[src/rtl/core/ssdds_pkg.sv]
// ----------------------------------------------------------------------------
// ssdds_pkg
// Shared widths, codes and digit helpers for the seven-segment display scan.
// ----------------------------------------------------------------------------
package ssdds_pkg;

  // payload widths
  localparam int VALUE_W = 27;
  localparam int IDX_W   = 3;
  localparam int SEG_W   = 8;
  localparam int POINT_W = 3;
  localparam int EXP_W   = 4;
  localparam int DIGIT_W = 4;

  // decimal digits a full-width value can carry
  localparam int VALUE_DIGITS = 9;

  // default display size
  localparam int DIGIT_COUNT_DEF = 8;

  // configuration port
  localparam int APB_DATA_W = 32;
  localparam int APB_ADDR_W = 2;
  localparam logic [APB_ADDR_W-1:0] REG_POINT_DIGIT = APB_ADDR_W'(0);
  localparam logic [POINT_W-1:0]    POINT_RESET     = POINT_W'(6);

  // segment codes
  localparam logic [SEG_W-1:0] SEG_BLANK = 8'h00;
  localparam logic [SEG_W-1:0] SEG_POINT = 8'h80;

  // one digit extraction step
  typedef struct packed {
    logic [DIGIT_W-1:0] digit;
    logic [VALUE_W-1:0] rem;
  } step_t;

  // power of ten for a digit position
  function automatic logic [63:0] pow10(input logic [EXP_W-1:0] k);
    logic [63:0] p;
    unique case (k)
      4'd0:  p = 64'd1;
      4'd1:  p = 64'd10;
      4'd2:  p = 64'd100;
      4'd3:  p = 64'd1000;
      4'd4:  p = 64'd10000;
      4'd5:  p = 64'd100000;
      4'd6:  p = 64'd1000000;
      4'd7:  p = 64'd10000000;
      4'd8:  p = 64'd100000000;
      4'd9:  p = 64'd1000000000;
      4'd10: p = 64'd10000000000;
      4'd11: p = 64'd100000000000;
      4'd12: p = 64'd1000000000000;
      4'd13: p = 64'd10000000000000;
      4'd14: p = 64'd100000000000000;
      4'd15: p = 64'd1000000000000000;
    endcase
    return p;
  endfunction

  // pick the digit at position k by comparing against its nine multiples
  function automatic step_t digit_step(input logic [VALUE_W-1:0] r,
                                       input logic [EXP_W-1:0]   k);
    logic [63:0] p;
    logic [63:0] mp;
    logic [63:0] sel;
    step_t       s;
    p       = pow10(k);
    sel     = '0;
    mp      = '0;
    s.digit = '0;
    for (int m = 1; m <= 9; m++) begin
      mp = p * 64'(m);
      if (64'(r) >= mp) begin
        s.digit = DIGIT_W'(m);
        sel     = mp;
      end
    end
    s.rem = VALUE_W'(64'(r) - sel);
    return s;
  endfunction

  // common-cathode pattern, segments a-g in bits 0-6
  function automatic logic [SEG_W-1:0] seg_of_digit(input logic [DIGIT_W-1:0] d);
    logic [SEG_W-1:0] s;
    unique case (d)
      4'd0:    s = 8'h3f;
      4'd1:    s = 8'h06;
      4'd2:    s = 8'h5b;
      4'd3:    s = 8'h4f;
      4'd4:    s = 8'h66;
      4'd5:    s = 8'h6d;
      4'd6:    s = 8'h7d;
      4'd7:    s = 8'h07;
      4'd8:    s = 8'h7f;
      4'd9:    s = 8'h6f;
      default: s = SEG_BLANK;
    endcase
    return s;
  endfunction

endpackage

[src/rtl/core/ssdds_cfg.sv]
// ----------------------------------------------------------------------------
// ssdds_cfg
// Register file: holds the decimal-point digit, written over the APB port.
// ----------------------------------------------------------------------------
module ssdds_cfg (
  input  logic                             clk,
  input  logic                             rst_n,
  input  logic                             psel,
  input  logic                             penable,
  input  logic                             pwrite,
  input  logic [ssdds_pkg::APB_ADDR_W-1:0] paddr,
  input  logic [ssdds_pkg::APB_DATA_W-1:0] pwdata,
  output logic [ssdds_pkg::APB_DATA_W-1:0] prdata,
  output logic                             pready,
  output logic [ssdds_pkg::POINT_W-1:0]    point_digit
);
  import ssdds_pkg::*;

  logic [POINT_W-1:0] point_r;
  logic               wr_en;

  // write transfer in the access phase
  assign wr_en = psel && penable && pwrite && (paddr == REG_POINT_DIGIT);

  always_ff @(posedge clk) begin
    if (!rst_n) begin
      point_r <= POINT_RESET;
    end else if (wr_en) begin
      point_r <= pwdata[POINT_W-1:0];
    end
  end

  // read back
  always_comb begin
    if (paddr == REG_POINT_DIGIT) begin
      prdata = APB_DATA_W'(point_r);
    end else begin
      prdata = '0;
    end
  end

  assign pready      = 1'b1;
  assign point_digit = point_r;

endmodule

[src/rtl/core/ssdds_reduce.sv]
// ----------------------------------------------------------------------------
// ssdds_reduce
// Input stage: takes a value and strips the decimal digits above the display.
// ----------------------------------------------------------------------------
module ssdds_reduce #(
  parameter int DigitCount = ssdds_pkg::DIGIT_COUNT_DEF
) (
  input  logic                          clk,
  input  logic                          rst_n,
  input  logic                          in_valid,
  output logic                          in_stall,
  input  logic [ssdds_pkg::VALUE_W-1:0] in_value,
  output logic                          red_valid,
  input  logic                          red_take,
  output logic [ssdds_pkg::VALUE_W-1:0] red_value
);
  import ssdds_pkg::*;

  // digit positions above the display that must be dropped
  localparam int DROP   = (DigitCount < VALUE_DIGITS) ? VALUE_DIGITS - DigitCount : 0;
  localparam int RCNT_W = (DROP > 0) ? $clog2(DROP + 1) : 1;

  logic               hold_r;
  logic [RCNT_W-1:0]  cnt_r;
  logic [VALUE_W-1:0] value_r;
  logic               done;
  logic               in_fire;
  logic [EXP_W-1:0]   exp_cur;
  step_t              step;

  assign done     = hold_r && (cnt_r == '0);
  assign in_stall = hold_r && !(done && red_take);
  assign in_fire  = in_valid && !in_stall;

  // highest remaining position first
  assign exp_cur = EXP_W'(DigitCount - 1) + EXP_W'(cnt_r);
  assign step    = digit_step(value_r, exp_cur);

  // occupancy and step count
  always_ff @(posedge clk) begin
    if (!rst_n) begin
      hold_r <= 1'b0;
      cnt_r  <= '0;
    end else if (in_fire) begin
      hold_r <= 1'b1;
      cnt_r  <= RCNT_W'(DROP);
    end else if (done && red_take) begin
      hold_r <= 1'b0;
    end else if (hold_r && (cnt_r != '0)) begin
      cnt_r <= cnt_r - RCNT_W'(1);
    end
  end

  // value, reduced one position a cycle
  always_ff @(posedge clk) begin
    if (in_fire) begin
      value_r <= in_value;
    end else if (hold_r && (cnt_r != '0)) begin
      value_r <= step.rem;
    end
  end

  assign red_valid = done;
  assign red_value = value_r;

endmodule

[src/rtl/core/ssdds_digit.sv]
// ----------------------------------------------------------------------------
// ssdds_digit
// Digit scanner: one digit a cycle, most significant first, into the
// result register with blanking and decimal point; a held out_stall pauses the scan.
// ----------------------------------------------------------------------------
module ssdds_digit #(
  parameter int DigitCount = ssdds_pkg::DIGIT_COUNT_DEF
) (
  input  logic                          clk,
  input  logic                          rst_n,
  input  logic                          red_valid,
  output logic                          red_take,
  input  logic [ssdds_pkg::VALUE_W-1:0] red_value,
  input  logic [ssdds_pkg::POINT_W-1:0] point_digit,
  output logic                          out_valid,
  input  logic                          out_stall,
  output logic [ssdds_pkg::IDX_W-1:0]   out_digit_index,
  output logic [ssdds_pkg::SEG_W-1:0]   out_segments,
  output logic                          out_last_digit
);
  import ssdds_pkg::*;

  localparam int POS_W = $clog2(DigitCount);
  localparam int CMP_W = (POS_W > POINT_W) ? POS_W : POINT_W;

  logic               busy_r;
  logic [POS_W-1:0]   pos_r;
  logic               shown_r;
  logic [VALUE_W-1:0] rem_r;
  logic               out_valid_r;
  logic [IDX_W-1:0]   idx_r;
  logic [SEG_W-1:0]   seg_r;
  logic               last_r;

  logic               advance;
  logic               is_last;
  logic               take;
  logic [EXP_W-1:0]   exp_cur;
  step_t              step;
  logic               at_point;
  logic               shown_now;
  logic [SEG_W-1:0]   seg_now;

  // scan control
  assign advance  = busy_r && (!out_valid_r || !out_stall);
  assign is_last  = (pos_r == POS_W'(DigitCount - 1));
  assign take     = !busy_r || (advance && is_last);
  assign red_take = take;

  // digit at the current position
  assign exp_cur = EXP_W'(DigitCount - 1) - EXP_W'(pos_r);
  assign step    = digit_step(rem_r, exp_cur);

  // blanking and decimal point
  always_comb begin
    at_point  = (CMP_W'(pos_r) == CMP_W'(point_digit));
    shown_now = shown_r || (step.digit != '0) || at_point;
    seg_now   = shown_now ? seg_of_digit(step.digit) : SEG_BLANK;
    if (at_point) begin
      seg_now = seg_now | SEG_POINT;
    end
  end

  // scan state
  always_ff @(posedge clk) begin
    if (!rst_n) begin
      busy_r  <= 1'b0;
      pos_r   <= '0;
      shown_r <= 1'b0;
    end else if (take) begin
      busy_r  <= red_valid;
      pos_r   <= '0;
      shown_r <= 1'b0;
    end else if (advance) begin
      pos_r   <= pos_r + POS_W'(1);
      shown_r <= shown_now;
    end
  end

  // remaining value
  always_ff @(posedge clk) begin
    if (take) begin
      rem_r <= red_value;
    end else if (advance) begin
      rem_r <= step.rem;
    end
  end

  // result register
  always_ff @(posedge clk) begin
    if (!rst_n) begin
      out_valid_r <= 1'b0;
    end else if (advance) begin
      out_valid_r <= 1'b1;
    end else if (!out_stall) begin
      out_valid_r <= 1'b0;
    end
  end

  always_ff @(posedge clk) begin
    if (advance) begin
      idx_r  <= IDX_W'(pos_r);
      seg_r  <= seg_now;
      last_r <= is_last;
    end
  end

  assign out_valid       = out_valid_r;
  assign out_digit_index = idx_r;
  assign out_segments    = seg_r;
  assign out_last_digit  = last_r;

endmodule

[src/rtl/core/seven_segment_decimal_display_scan.sv]
// ----------------------------------------------------------------------------
// seven_segment_decimal_display_scan
// Splits a binary value into decimal digits and scans out one segment
// pattern per display position, most significant first.
// ----------------------------------------------------------------------------
// Flow: the input stage takes a value and drops the positions above the
//   display, then the digit scanner takes it and emits one position a
//   cycle unless out_stall holds the result register; the input stage can
//   take the next value while the scanner still emits the last one's digits.
// Reset: synchronous active-low rst_n empties both stages and the result
//   register and sets the decimal-point digit to 6.
module seven_segment_decimal_display_scan #(
  parameter int DIGIT_COUNT = ssdds_pkg::DIGIT_COUNT_DEF
) (
  input  logic                             clk,
  input  logic                             rst_n,
  input  logic                             in_valid,
  output logic                             in_stall,
  input  logic [ssdds_pkg::VALUE_W-1:0]    in_value,
  output logic                             out_valid,
  input  logic                             out_stall,
  output logic [ssdds_pkg::IDX_W-1:0]      out_digit_index,
  output logic [ssdds_pkg::SEG_W-1:0]      out_segments,
  output logic                             out_last_digit,
  input  logic                             psel,
  input  logic                             penable,
  input  logic                             pwrite,
  input  logic [ssdds_pkg::APB_ADDR_W-1:0] paddr,
  input  logic [ssdds_pkg::APB_DATA_W-1:0] pwdata,
  output logic [ssdds_pkg::APB_DATA_W-1:0] prdata,
  output logic                             pready
);
  import ssdds_pkg::*;

  logic [POINT_W-1:0] point_digit;
  logic               red_valid;
  logic               red_take;
  logic [VALUE_W-1:0] red_value;

  // configuration registers
  ssdds_cfg u_cfg (
    .clk         (clk),
    .rst_n       (rst_n),
    .psel        (psel),
    .penable     (penable),
    .pwrite      (pwrite),
    .paddr       (paddr),
    .pwdata      (pwdata),
    .prdata      (prdata),
    .pready      (pready),
    .point_digit (point_digit)
  );

  // input stage, drops digits above the display
  ssdds_reduce #(
    .DigitCount (DIGIT_COUNT)
  ) u_reduce (
    .clk       (clk),
    .rst_n     (rst_n),
    .in_valid  (in_valid),
    .in_stall  (in_stall),
    .in_value  (in_value),
    .red_valid (red_valid),
    .red_take  (red_take),
    .red_value (red_value)
  );

  // digit scanner and result register
  ssdds_digit #(
    .DigitCount (DIGIT_COUNT)
  ) u_digit (
    .clk             (clk),
    .rst_n           (rst_n),
    .red_valid       (red_valid),
    .red_take        (red_take),
    .red_value       (red_value),
    .point_digit     (point_digit),
    .out_valid       (out_valid),
    .out_stall       (out_stall),
    .out_digit_index (out_digit_index),
    .out_segments    (out_segments),
    .out_last_digit  (out_last_digit)
  );

endmodule

[config.mk]
export PLATFORM = sky130hd
export DESIGN_NAME = seven_segment_decimal_display_scan
export DESIGN_NICKNAME = d
export VERILOG_FILES = /design/src/rtl/core/ssdds_pkg.sv /design/src/rtl/core/ssdds_cfg.sv /design/src/rtl/core/ssdds_reduce.sv /design/src/rtl/core/ssdds_digit.sv /design/src/rtl/core/seven_segment_decimal_display_scan.sv
export SDC_FILE = /design/constraint.sdc
export NUM_CORES = 1
export LEC_CHECK = 0
export BUFFER_PORTS_ARGS = -buffer_cell sky130_fd_sc_hd__buf_4
export CORE_MARGIN = 2
export CORE_UTILIZATION = 35
export DETAILED_ROUTE_END_ITERATION = 8
export PLACE_DENSITY = 0.56
export SETUP_SLACK_MARGIN = 0.3
export SYNTH_ARGS = -nofsm -noshare
export SYNTH_HDL_FRONTEND = slang
export SYNTH_SLANG_ARGS = --single-unit
[constraint.sdc]
create_clock -name clk -period 8.71 [get_ports clk]
set_input_delay 0.4355 -clock clk [delete_from_list [all_inputs] [get_ports clk]]
set_output_delay 0.4355 -clock clk [all_outputs]
set_load 0.02 [all_outputs]
---- After elaboration in Yosys (flattened, before gate mapping) ----
Memory sizes are Yosys's and may differ from the RTL's.
Cells that the tools add are included.
word-level totals
  output and inout bits ................... 47
  word-level logic and storage cells ...... 122
  flip-flop bits (word level) ............. 77
  bits in read-only memories .............. 1680
  memories kept ........................... 3
operators by class
  multiplexer cells ....................... 40
  reduce and logical (&&, ||, !) cells .... 26
  order comparisons ....................... 18
  add/sub/neg operators ................... 6
  bitwise logic cells ..................... 2
  eq/ne operators ......................... 4
  $mul .................................... 10
memories
  memory           depth  bits a word  read ports  clocked after memory_dff  write ports  RTL line         RTL
  (no name shown)  16     49           1           0                         0            ssdds_pkg.sv:40  unique case (k)
  (no name shown)  16     49           1           0                         0            ssdds_pkg.sv:40
  (no name shown)  16     7            1           0                         0            ssdds_pkg.sv:86  unique case (d)
operator list
  kind                                                                   number
  27-bit by 64-bit >= comparator with 1-bit output                       18
  27-bit two-way mux                                                     22
  64-bit by 3-bit multiplier with 64-bit output (second input constant)  4
  64-bit by 2-bit multiplier with 63-bit output (second input constant)  2
  64-bit by 2-bit multiplier with 64-bit output (second input constant)  2
  64-bit by 4-bit multiplier with 64-bit output (second input constant)  2
  27-bit subtractor                                                      2
  3-bit two-way mux                                                      5
  1-bit logical AND                                                      10
  1-bit two-way mux                                                      8
  4-bit two-way mux                                                      2
  8-bit two-way mux                                                      1
  2-bit nonzero test                                                     3
  1-bit logical NOT                                                      5
  3-bit by 1-bit adder with 4-bit output (first input constant)          1
  1-bit logical OR                                                       4
  2-bit two-way mux                                                      2
  2-bit by 1-bit != test with 1-bit output (second input constant)       2
  4-bit nonzero test                                                     1
  3-bit by 3-bit subtractor with 4-bit output (first input constant)     1
  3-bit by 1-bit adder with 3-bit output (second input constant)         1
  3-bit == test                                                          1
  3-bit == test (second input constant)                                  1
  2-bit logical NOT                                                      1
  other kinds (4)                                                        5

---- Depth between registers and ports, before layout ----
An unclocked memory read counts as a cell.
  depth in word-level cells ............... 16
  mapped depth ............................ 42
  gate-level depth less buffers ........... 39

---- Hierarchy ----
Synthesis repeated with hierarchy kept, for this count alone.
unflattened totals
  cell total of the unflattened synthesis .. 2322
  area, all modules ....................... 18053.6 µm²
by module, submodules not included
  module        cells an instance  instances  area an instance (µm²)
  ssdds_digit   1769               1          13651.8
  ssdds_reduce  503                1          4018.9
  ssdds_cfg     50                 1          382.9

---- Worst setup path after synthesis ----
No wires, ideal clock.
  kind .................................... register -> register
  from .................................... reg u_digit.pos_r[1]
  to ...................................... reg u_digit.rem_r[25], data pin
  cell stages (with the launch flop) ...... 39
  arrival ................................. 8.861 ns
  path buffers ............................ 4
  period minus slack after synthesis ...... 9.129 ns
  setup slack ............................. -0.419 ns
  cell sequence ........................... dfxtp_1 buf_1 inv_1 ha_1 buf_2 a21oi_1 inv_1 ha_1 ha_1 o21a_1 nor2_1 a2111oi_0 o311ai_1 a21boi_0 nor3_1 or2_2 ha_1 nand3_1 [3 not listed] buf_2 and2_1 clkbuf_1 nand2_1 o221ai_1 a21oi_1 a2bb2oi_1 ha_1 nand2b_1 a21oi_1 o41ai_1 a31oi_1 a41oi_1 a211oi_1 or4b_2 a21oi_1 xor2_1 o21ai_0
on the way
  cells in the longest elaborated chain, start to end .. 15
ends and longest elaborated chain
  element                                                                                                 RTL line           RTL
  from (decl)                                                                                             ssdds_digit.sv:27  logic [POS_W-1:0] pos_r;
  from (signal assigned)                                                                                  ssdds_digit.sv:75  pos_r <= pos_r + POS_W'(1);
  parallel branches: the longest is 14 deep, another holds 64-bit by 2-bit multiplier with 64-bit output  n/a
  27-bit two-way mux (*)                                                                                  ssdds_digit.sv:82  if (take) begin
  to (signal assigned)                                                                                    ssdds_digit.sv:83  rem_r <= red_value;
  to (signal assigned)                                                                                    ssdds_digit.sv:85  rem_r <= step.rem;
  to (decl)                                                                                               ssdds_digit.sv:29  logic [VALUE_W-1:0] rem_r;
Mark *: on every way between the ends. The select of a mux whose other input is x is not followed.
A chain may end at the register's enable or synchronous reset.

---- Worst setup path in the final report ----
  from .................................... reg u_digit.pos_r[1]
  to ...................................... reg u_digit.rem_r[23], data pin
Same word-level chain as after synthesis.

==> impl_metrics.csv <==
group,metric,value,unit
placement,placed_insts,3206,
sta,fmax,122,MHz
sta,number_of_pins_exceeding_their_max_slew_limit_in_the_final_report,0,
worst_setup_path,timing.critical_path.arrival,8.37,ns
floorplanning,chipHeight,227,microns
synth,netlist_instances,2232,
layout,synthToLayoutAreaGrowth,29.6,%
worst_setup_path,endpoint_kind,"register",
layout,drive_gt1_share,25.0,%
flow_run,timing.max_cap.violations,0,
worst_setup_path,r2r_start,"u_digit.pos_r[1]",
power_and_ir_drop,peakVddDrop,0.000284,V
route,wl,76.0,mm
global_route,antenna_found_initial,0,
worst_setup_path,critical_path.max_stage_delay,0.50,ns
outcome,result_of_the_run,"finished, final reports clean",
global_route,gr-usage-met2,47.5,%
layout,finish.net_count,3038,
clocking,clk_transition_reported_paths,0.07,ns
worst_setup_path,start_to_end_type_of_the_worst_setup_path,"reg2reg",
worst_setup_path,worstPathMaxFanout,5,
route,vias_per_cell,5.94,
hold_path,hold_path_class,"in2reg",
sta,rsz0062_at_grt,"false",
floorplanning,die_w,227,microns
placement,pre_cts_ws,-0.456,ns
placement,detailed_place_hpwl,60.3,mm
clocking,root_buffer,"sky130_fd_sc_hd__clkbuf_16",
synth,syn_avg_cell_area,7.80,sq um
sta,timing_worst_slew_pin_value,1.16,ns
worst_setup_path,path_common_cell,"sky130_fd_sc_hd__buf_4",
global_route,globalRoute.totalOverflow,0,
placement,gp_routability_congestion,0.994,
floorplanning,ios,115,
clocking,number_of_hold_repair_buffers_added_at_the_cts_stage,0,
hold_path,hold_start,"in_value[0]",
clocking,cts_tree,"yes",
clocking,max-clock-path-buffers,2,
worst_setup_path,data_required_time_of_the_critical_path,8.85,ns
sta,hold_viol,0,
hold_path,whs_path_depth,1,
floorplanning,rows,81,
sta,finalSetupViolations,0,
power_and_ir_drop,power-per-cell-area,396,nW/um^2
layout,final_cells,3276,
sta,fin_crit_sh,94.5,%
synth,seq_area_frac_synth,12.6,%
global_route,global_route_wire_length_before_repair,112,mm
worst_setup_path,worst-r2r-setup-slack,0.48,ns
global_route,grt.busiest_layer,"met2",
synth,ys_ff_latch,77,
route,drt_pass1_iterations,7,
worst_setup_path,critical_path.slowest_cell,"sky130_fd_sc_hd__or4_4",
synth,synth_flop_cell,"sky130_fd_sc_hd__edfxtp_1",
worst_setup_path,critPathLaunchType,"register",
sta,fin_ws,0.483,ns
synth,synthArstFlopShare,0,%
power_and_ir_drop,power.static_leakage,10.0,nW
global_route,met3_resource_use_gr,2.72,%
layout,final_core_util,46.0,%
sta,minimum_clock_period_after_layout,8.23,ns
placement,buffer_ports.inserted,55,
clocking,h-tree-depth,3,
clocking,clock_sink_count,77,
synth,yosysWarnings,0,
floorplanning,design.core.area,49100,sq um
sta,timing.max_slew.rel_slack,21.4,%
route,drt-initial-drc-count,1732,
synth,synth-edff-count,66,
route,route.antenna.remaining_nets,0,
route,post-route-drc-count,0,
synth,synth_area,17400,sq um
clocking,cts_buffers,9,
layout,most-common-layout-cells,"sky130_fd_sc_hd__buf_4, sky130_fd_sc_hd__ha_1, sky130_fd_sc_hd__nand2_1",
global_route,grt.total_usage,28.9,%
global_route,largest_net_degree_at_the_start_of_global_routing,50,
worst_setup_path,worstRegToRegCells,43,
sta,finalClockSkew,0.00831,ns
global_route,grt_pass1_vias,18700,
route,routed-via-count,19400,
floorplanning,start_util,35.5,%
clocking,clk-insertion-delay-late,0.39,ns
route,average_wire_length_per_cell_after_detail_routing,23.2,microns
global_route,grt_use_met1,37.3,%
floorplanning,floorplan.die_area,51500,sq um
layout,layout_commonest_cell,"sky130_fd_sc_hd__buf_4",
synth,post_synth_num_cell_types,97,
worst_setup_path,worst_r2r_endpoint,"u_digit.rem_r[23]",
-- metal layers --
layer  share of wire, %  vias to the layer above
met5                  0                        -
met2                 46                      691
met4                6.2                        0
li1                   -                     9153
met1                 43                     9410
met3                5.2                      190
-- per-stage QoR --
| step | total power, mW | hold slack, ns | instance area, sq um | TNS, ns |
|---|---|---|---|---|
| final | 8.93 | 0.219 | 22600 | 0 |
| after global routing | 9.61 | 0.201 | 22600 | 0 |
| after CTS | 8.48 | 0.196 | 21600 | 0 |
| after detailed placement | 7.84 | 0.488 | 20800 | -1.78 |
| after global placement | 7.73 | 0.474 | 20800 | -0.865 |
| after floorplan | 5.19 | 0.453 | 17600 | 0 |
-- repair_timing --
action                                  in CTS  in global routing
buffers inserted                            20                 32
cloned                                       0                  1
pin swaps                                   32                 94
endpoints found under the setup margin      15                 14
resized for setup                           76                150
-- worst max-delay path: cells and delay by family (launching register included) --
| family | cells | cell delay, ns |
|---|---|---|
| AO/OA/AOI/OAI | 18 | 3.28 |
| AND/OR/NAND/NOR | 8 | 1.33 |
| buffers and inverters | 9 | 1.27 |
| adder cells (fa/ha/maj) | 5 | 1.15 |
| flip-flops | 1 | 0.41 |
| XOR/XNOR | 2 | 0.26 |
| multiplexers | 1 | 0.26 |
-- state kept, by name (all words and copies together) (netlist names), named ones only --
signal	flops
u_digit.rem_r	27
u_digit.out_segments	8
u_reduce.cnt_r	1
u_digit.out_last_digit	1
u_cfg.point_digit	3
u_reduce.hold_r	1
u_digit.shown_r	1
u_digit.pos_r	3
u_reduce.red_value	24
u_digit.busy_r	1
u_digit.out_valid	1
u_digit.out_digit_index	3
-- synthesized netlist by cell type, drive strengths merged (14+ instances only) --
cell / n / area [sq um]
ha: 356 / 4450
a21oi: 194 / 975
nand2: 187 / 702
nor2: 176 / 668
o21ai: 154 / 771
inv: 92 / 345
xnor2: 70 / 613
edfxtp: 66 / 1980
buf: 60 / 378
nand3: 52 / 260
a21o: 51 / 383
nor3: 50 / 273
xor2: 48 / 420
clkbuf: 46 / 173
a31oi: 44 / 290
nand2b: 41 / 257
a211oi: 37 / 278
nand4: 37 / 246
o21a: 32 / 240
nor2b: 27 / 169
o211ai: 27 / 203
o31ai: 25 / 188
nor4: 23 / 144
and2: 20 / 125
a211o: 18 / 158
or3: 16 / 100
o21bai: 15 / 113
and3: 14 / 87.6
or2: 14 / 87.6
-- logic make-up after synthesis --
| kind of cell | count (synthesis) | synth area share, % |
|---|---|---|
| AOI/OAI and AO/OA | 740 | 28.1 |
| xor gates and xnor gates | 118 | 5.94 |
| adders and majority gates | 364 | 26.5 |
| buffers and inverters | 204 | 5.27 |
| DFF | 77 | 12.6 |
| muxes | 12 | 0.726 |
| other | 2 | 0.0431 |
| and+or+nand+nor | 715 | 20.8 |
-- area by class of cell --
| cell class | count | area [sq um] |
|---|---|---|
| antenna | 1 | 2.50 |
| clock buffer | 9 | 225 |
| clock inverter | 7 | 81.3 |
| fill | 4893 | 26500 |
| inverter | 98 | 375 |
| multi-input combinational | 1979 | 15400 |
| sequential | 77 | 2210 |
| tap | 664 | 831 |
| timing repair buffer | 441 | 3470 |
-- worst max path at each step --
| stage | from | endpoint | cells after the start |
|---|---|---|---|
| finish | u_digit.pos_r[1] | u_digit.rem_r[23] | 43 |
| global route | u_digit.pos_r[1] | u_digit.rem_r[23] | 42 |
| CTS | u_digit.pos_r[0] | u_digit.rem_r[23] | 41 |
| detailed placement | u_digit.pos_r[0] | u_digit.rem_r[25] | 39 |
| global placement | u_digit.pos_r[0] | u_digit.rem_r[25] | 39 |
| floorplan | u_digit.pos_r[2] | u_digit.rem_r[25] | 38 |
-- power breakdown --
| part | leakage (nW) | internal [mW] | switching, mW | total [mW] |
|---|---|---|---|---|
| Sequential | 0.749 | 0.614 | 0.520 | 1.13 |
| Combinational | 9.14 | 3.34 | 4.04 | 7.38 |
| Clock | 0.147 | 0.226 | 0.187 | 0.413 |
Power figures use the tool's default switching activity.
